$ cat config.mk
export PLATFORM = sky130hd
export DESIGN_NAME = lis_cell
export DESIGN_NICKNAME = d
export VERILOG_FILES = /design/src/design/lis_pkg.sv /design/src/design/lis_cell.sv
export SDC_FILE = /design/constraint.sdc
export NUM_CORES = 1
export LEC_CHECK = 0
export BUFFER_PORTS_ARGS = -buffer_cell sky130_fd_sc_hd__buf_2
export CAP_MARGIN = 20
export CORE_MARGIN = 4
export CORE_UTILIZATION = 54
export DETAILED_ROUTE_END_ITERATION = 8
export PLACE_DENSITY = 0.77
export SLEW_MARGIN = 20
export SYNTH_ARGS = -nofsm -noshare
export SYNTH_HDL_FRONTEND = slang
export SYNTH_SLANG_ARGS = --single-unit
$ cat constraint.sdc
create_clock -name clk -period 3.57 [get_ports clk]
set_input_delay 0.5355 -clock clk [delete_from_list [all_inputs] [get_ports clk]]
set_output_delay 0.5355 -clock clk [all_outputs]
set_load 0.01 [all_outputs]
$ cat src/design/lis_pkg.sv
// shared types for the patience-sorting subsequence length block
package lis_pkg;

    // per-cell status handed to the neighbour and to the top level
    typedef struct packed {
        logic valid;   // cell holds a tail
        logic less;    // held tail is strictly less than the current key
        logic append;  // cell takes the key while empty
    } lis_cell_status_t;

endpackage

$ cat src/design/lis_cell.sv
// one cell of the tails chain: holds a single tail and its valid bit
module lis_cell #(
    parameter int DATA_WIDTH = 32
) (
    input  logic                          clk,
    input  logic                          rst_n,
    input  logic                          step,       // an input beat is accepted
    input  logic                          clear,      // the accepted beat ends the sequence
    input  logic [DATA_WIDTH-1:0]         key,        // order key, sign bit flipped
    input  logic                          prev_less,  // every tail to the left is below key
    output lis_pkg::lis_cell_status_t     status
);

    logic                  valid_reg;
    logic                  valid_next;
    logic [DATA_WIDTH-1:0] tail_reg;
    logic                  less;
    logic                  take;

    // tails are sorted, so the first tail not below key sits right after a smaller one
    assign less = valid_reg && (tail_reg < key);
    assign take = prev_less && !less;

    always_comb
    begin
        valid_next = valid_reg;
        if (step)
        begin
            if (clear)
            begin
                valid_next = 1'b0;
            end
            else if (take)
            begin
                valid_next = 1'b1;
            end
        end
    end

    always_ff @(posedge clk or negedge rst_n)
    begin
        if (!rst_n)
        begin
            valid_reg <= 1'b0;
        end
        else
        begin
            valid_reg <= valid_next;
        end
    end

    always_ff @(posedge clk)
    begin
        if (step && take)
        begin
            tail_reg <= key;
        end
    end

    assign status.valid  = valid_reg;
    assign status.less   = less;
    assign status.append = take && !valid_reg;

endmodule

; After elaboration in Yosys (flattened, before gate mapping)
; Index checks and enable logic that the tools add are counted.
[word_totals]
ff_bits = 33
output_inout_bits = 3
[op_classes]
order_cmp = 1
n_mux = 2
n_reduce_logical = 8
[op_table]
columns = op, n
row1 = $lt A32 B32 Y1, 1
row2 = $logic_and A1 B1 Y1, 4
row3 = $logic_not A1 Y1, 2
row4 = $mux W1, 2
row5 = $reduce_and A2 Y1, 1
row6 = $reduce_bool A2 Y1, 1

; Longest topological paths before layout
[logic_depth]
word_depth = 6
depth_mapped = 8
mapped_depth_nobuf = 7

; Worst setup path before layout
; OpenSTA, ideal clock, no wires.
[synth_path]
path_type = input-to-reg
startpoint = in key[31]
endpoint = reg tail_reg[0], enable pin
setup_time_ns = 0.394
arrival_time_ns = 2.401
required_time_ns = 3.176
slack_ns = 0.775
path_stages = 6
n_path_buf = 0
path_cell_list = inv_1 ha_1 nand4_1 nor4_1 and4_1 o31a_1
[synth_between]
elab_chain_cells = 5
[synth_rtl]
columns = element, line_no
row1 = "start, declared", lis_cell.sv:9  ; input logic [DATA_WIDTH-1:0] key,
row2 = $lt A32 B32 Y1, lis_cell.sv:21  ; assign less = valid_reg && (tail_reg < key);
row3 = $logic_and A1 B1 Y1, lis_cell.sv:21
row4 = $logic_not A1 Y1, lis_cell.sv:22  ; assign take = prev_less && !less;
row5 = $logic_and A1 B1 Y1, lis_cell.sv:22
row6 = $logic_and A1 B1 Y1, lis_cell.sv:54  ; if (step && take)
row7 = "end signal, assigned", lis_cell.sv:56  ; tail_reg <= key;
row8 = "end, declared", lis_cell.sv:16  ; logic [DATA_WIDTH-1:0] tail_reg;
; Every way passes these cells.
; A chain may end at the register's enable or synchronous reset.

==> results.sh <==
export IMPL_cap_violations=0
export IMPL_core_area_um2=3130
export IMPL_crit_required_ns=3.03
export IMPL_numCtsBuffers=5
export IMPL_seq_area_frac_synth_pct=54.3
export IMPL_yosysUniqueCellTypes=27
export IMPL_n_antenna_cell=0
export IMPL_grt_overflow_total=0
export IMPL_gp_congestion=0.740
export IMPL_num_vias=1264
export IMPL_cts_root_buffer="clkbuf_4"
export IMPL_clock_sinks=33
export IMPL_grt_max_degree=19
export IMPL_slew_headroom_pct=75.2
export IMPL_top_layer="met4"
export IMPL_final_hold_violation_count=0
export IMPL_final_cell_mix="buf_2, inv_1, edfxtp_1, ha_1, a21oi_1"
export IMPL_pwr_share_seq_pct=58.8
export IMPL_wl_met1_mm=1.35
export IMPL_die_h_um=66.0
export IMPL_cp_max_fo=2
export IMPL_dp_hpwl_mm=2.72
export IMPL_clock_path_buffers=2
export IMPL_clk_pin_slew_ns=0.10
export IMPL_finalMaxSlewViolations=0
export IMPL_drive_above_1_share_pct=24.9
export IMPL_dpl_cell_area_um2=2060
export IMPL_skew_ns=0.00662
export IMPL_post_drt_via_cell_ratio=5.24
export IMPL_cts_tree="built"
export IMPL_max_slew_worst_pin_slew_ns=0.372
export IMPL_arrival_ns=2.14
export IMPL_fp_row_count=20
export IMPL_clock_power_share_pct=25.9
export IMPL_layout_commonest_cell="buf_2"
export IMPL_route_met3_wl_um=184
export IMPL_swShare_pct=25.4
export IMPL_clk_latency_ns=0.34
export IMPL_drtPass1Iterations=4
export IMPL_power_total_uw=774
export IMPL_combinationalPowerShare_pct=15.4
export IMPL_die_width_um=66.0
export IMPL_grt_pass1_vias=1295
export IMPL_layout_cells_non_filler=241
export IMPL_pwr_density_cell_nw_per_um2=364
export IMPL_syn2layout_area_growth_pct=17.2
export IMPL_ys_ff_latch=33
export IMPL_max_freq_mhz=373
export IMPL_nNetsFinal=264
export IMPL_final_area_um2=2130
export IMPL_fp_dieArea_um2=4350
export IMPL_wl_per_cell_um=14.0
export IMPL_netSwitchingPower_uw=197
export IMPL_vdd_drop_max_v=0.000249
export IMPL_grt_usage_pct=17.3
export IMPL_dpl_cell_count=232
export IMPL_cts_resized=0
export IMPL_antenna_found_initial=0
export IMPL_drc=0
export IMPL_synthCells=149
export IMPL_largest_reg_flops=32
export IMPL_ios=40
export IMPL_dr_wl_met2_mm=1.77
export IMPL_hold_class="primary input to flip-flop"
export IMPL_grt_pass1_wl_mm=5.51
export IMPL_fin_crit_ns=2.68
export IMPL_initial_utilization_pct=58.0
export IMPL_p_leak_nw=1.02
export IMPL_nFillCells=252
export IMPL_intPower_uw=577
export IMPL_avgSynthCellArea_um2=12.2
export IMPL_ant_nets=0
export IMPL_setup_violations=0
export IMPL_status="complete, no violations"
export IMPL_critPathKind="flip-flop to output port"
export IMPL_drt_wl_total_mm=3.36
export IMPL_portBuffers=39
export IMPL_rsz0062_at_grt="false"
export IMPL_fin_tns_setup_ns=0
export IMPL_critPathLaunchType="flip-flop"
export IMPL_finalCritPeriodShare_pct=75.0
export IMPL_drt_iter0_drc=30
export IMPL_cts_max_level=2
export IMPL_syn_area_um2=1810
export IMPL_ys_warn_count=0
export IMPL_end_kind="output port"
export IMPL_post_route_util_pct=68.0
export IMPL_synth_nets=217
## routing by layer
layer  GRT usage (%)  vias up
met2            30.3       32
li1                -      630
met1            19.0      596
met4            6.09        0
met3            6.63        6
met5               0        -
## path summary, 6_finish.rpt
path | cells after the start | slack, ns | endpoint | start
min in group asynchronous | 2 | 0.50 | valid_reg | rst_n
setup reg to reg | 6 | 1.06 | tail_reg[13] | tail_reg[31]
hold / removal | 2 | 0.37 | valid_reg | clear
setup / recovery | 7 | 0.89 | status[1] | tail_reg[2]
hold reg to reg | 1 | 0.62 | valid_reg | valid_reg
max in group asynchronous | 2 | 2.99 | valid_reg | rst_n
## power by group through the flow
stage | clock network (mW) | logic (mW) | registers [mW]
after floorplan | 0 | 0.0725 | 0.461
after global placement | 0 | 0.110 | 0.463
after detailed placement | 0 | 0.118 | 0.464
after CTS | 0.205 | 0.121 | 0.455
after global routing | 0.230 | 0.136 | 0.457
final | 0.200 | 0.119 | 0.455
## cell families (layout without fill, tap and decap cells)
logic type / Yosys count / count (layout) / synth area share, %
AO/OA/AOI/OAI: 25 / 25 / 9.24
adder cells (fa/ha/maj): 31 / 31 / 21.4
buffers and inverters: 34 / 82 / 7.45
flip-flops: 33 / 33 / 54.3
AND/OR/NAND/NOR: 26 / 26 / 7.59
## worst max-delay path, stage by stage (launching register included)
cell and delay, ns:
edfxtp_1 0.38, ha_1 0.30, a211o_1 0.30, a31oi_1 0.19, o21ai_1 0.09, and4_1 0.19
nor3_1 0.19, buf_2 0.16
## Yosys cell counts
cell | instances | area share (%)
o2111ai_1 | 2 | 0.97
ha_1 | 31 | 21
a21oi_1 | 9 | 2.5
nand2_1 | 8 | 1.7
buf_4 | 2 | 0.83
nand4_1 | 4 | 1.4
and2_1 | 2 | 0.69
or2b_1 | 1 | 0.41
a31oi_1 | 1 | 0.35
edfxtp_1 | 32 | 53
nor3_1 | 2 | 0.55
nand3_1 | 1 | 0.28
o21ai_1 | 2 | 0.55
a221oi_1 | 2 | 0.97
nor4_1 | 1 | 0.35
a211o_1 | 1 | 0.48
and4_1 | 2 | 0.97
o21ai_0 | 3 | 0.83
a211oi_1 | 1 | 0.41
a21o_1 | 1 | 0.41
nor2b_1 | 2 | 0.69
nor2_1 | 3 | 0.62
a2bb2oi_1 | 1 | 0.48
o31a_1 | 1 | 0.48
a221oi_2 | 1 | 0.83
dfrtp_1 | 1 | 1.4
inv_1 | 32 | 6.6
## repair_timing
action | CTS | global route
buffers inserted | 0 | 0
hold buffers | 1 | 0
endpoints found under the setup margin | 0 | 0
endpoints found under the hold margin | 1 | 0
## area by class of cell
type / count / area, um^2 / share of cell area [%]
clock buffer: 6 / 41.3 / 1.94
clock inverter: 2 / 10.0 / 0.471
inverter: 32 / 120 / 5.65
multi-input combinational: 82 / 693 / 32.6
sequential: 33 / 986 / 46.4
tap: 44 / 55.1 / 2.59
timing repair buffer: 42 / 220 / 10.4
## through the flow
step / hold slack, ns / setup slack (ns)
after CTS: 0.356 / 0.836
after detailed placement: 0.312 / 0.794
final: 0.369 / 0.892
after global routing: 0.342 / 0.703
after floorplan: 0.240 / 0.775
after global placement: 0.312 / 0.895
No activity file was read; power rests on OpenSTA's default activity.
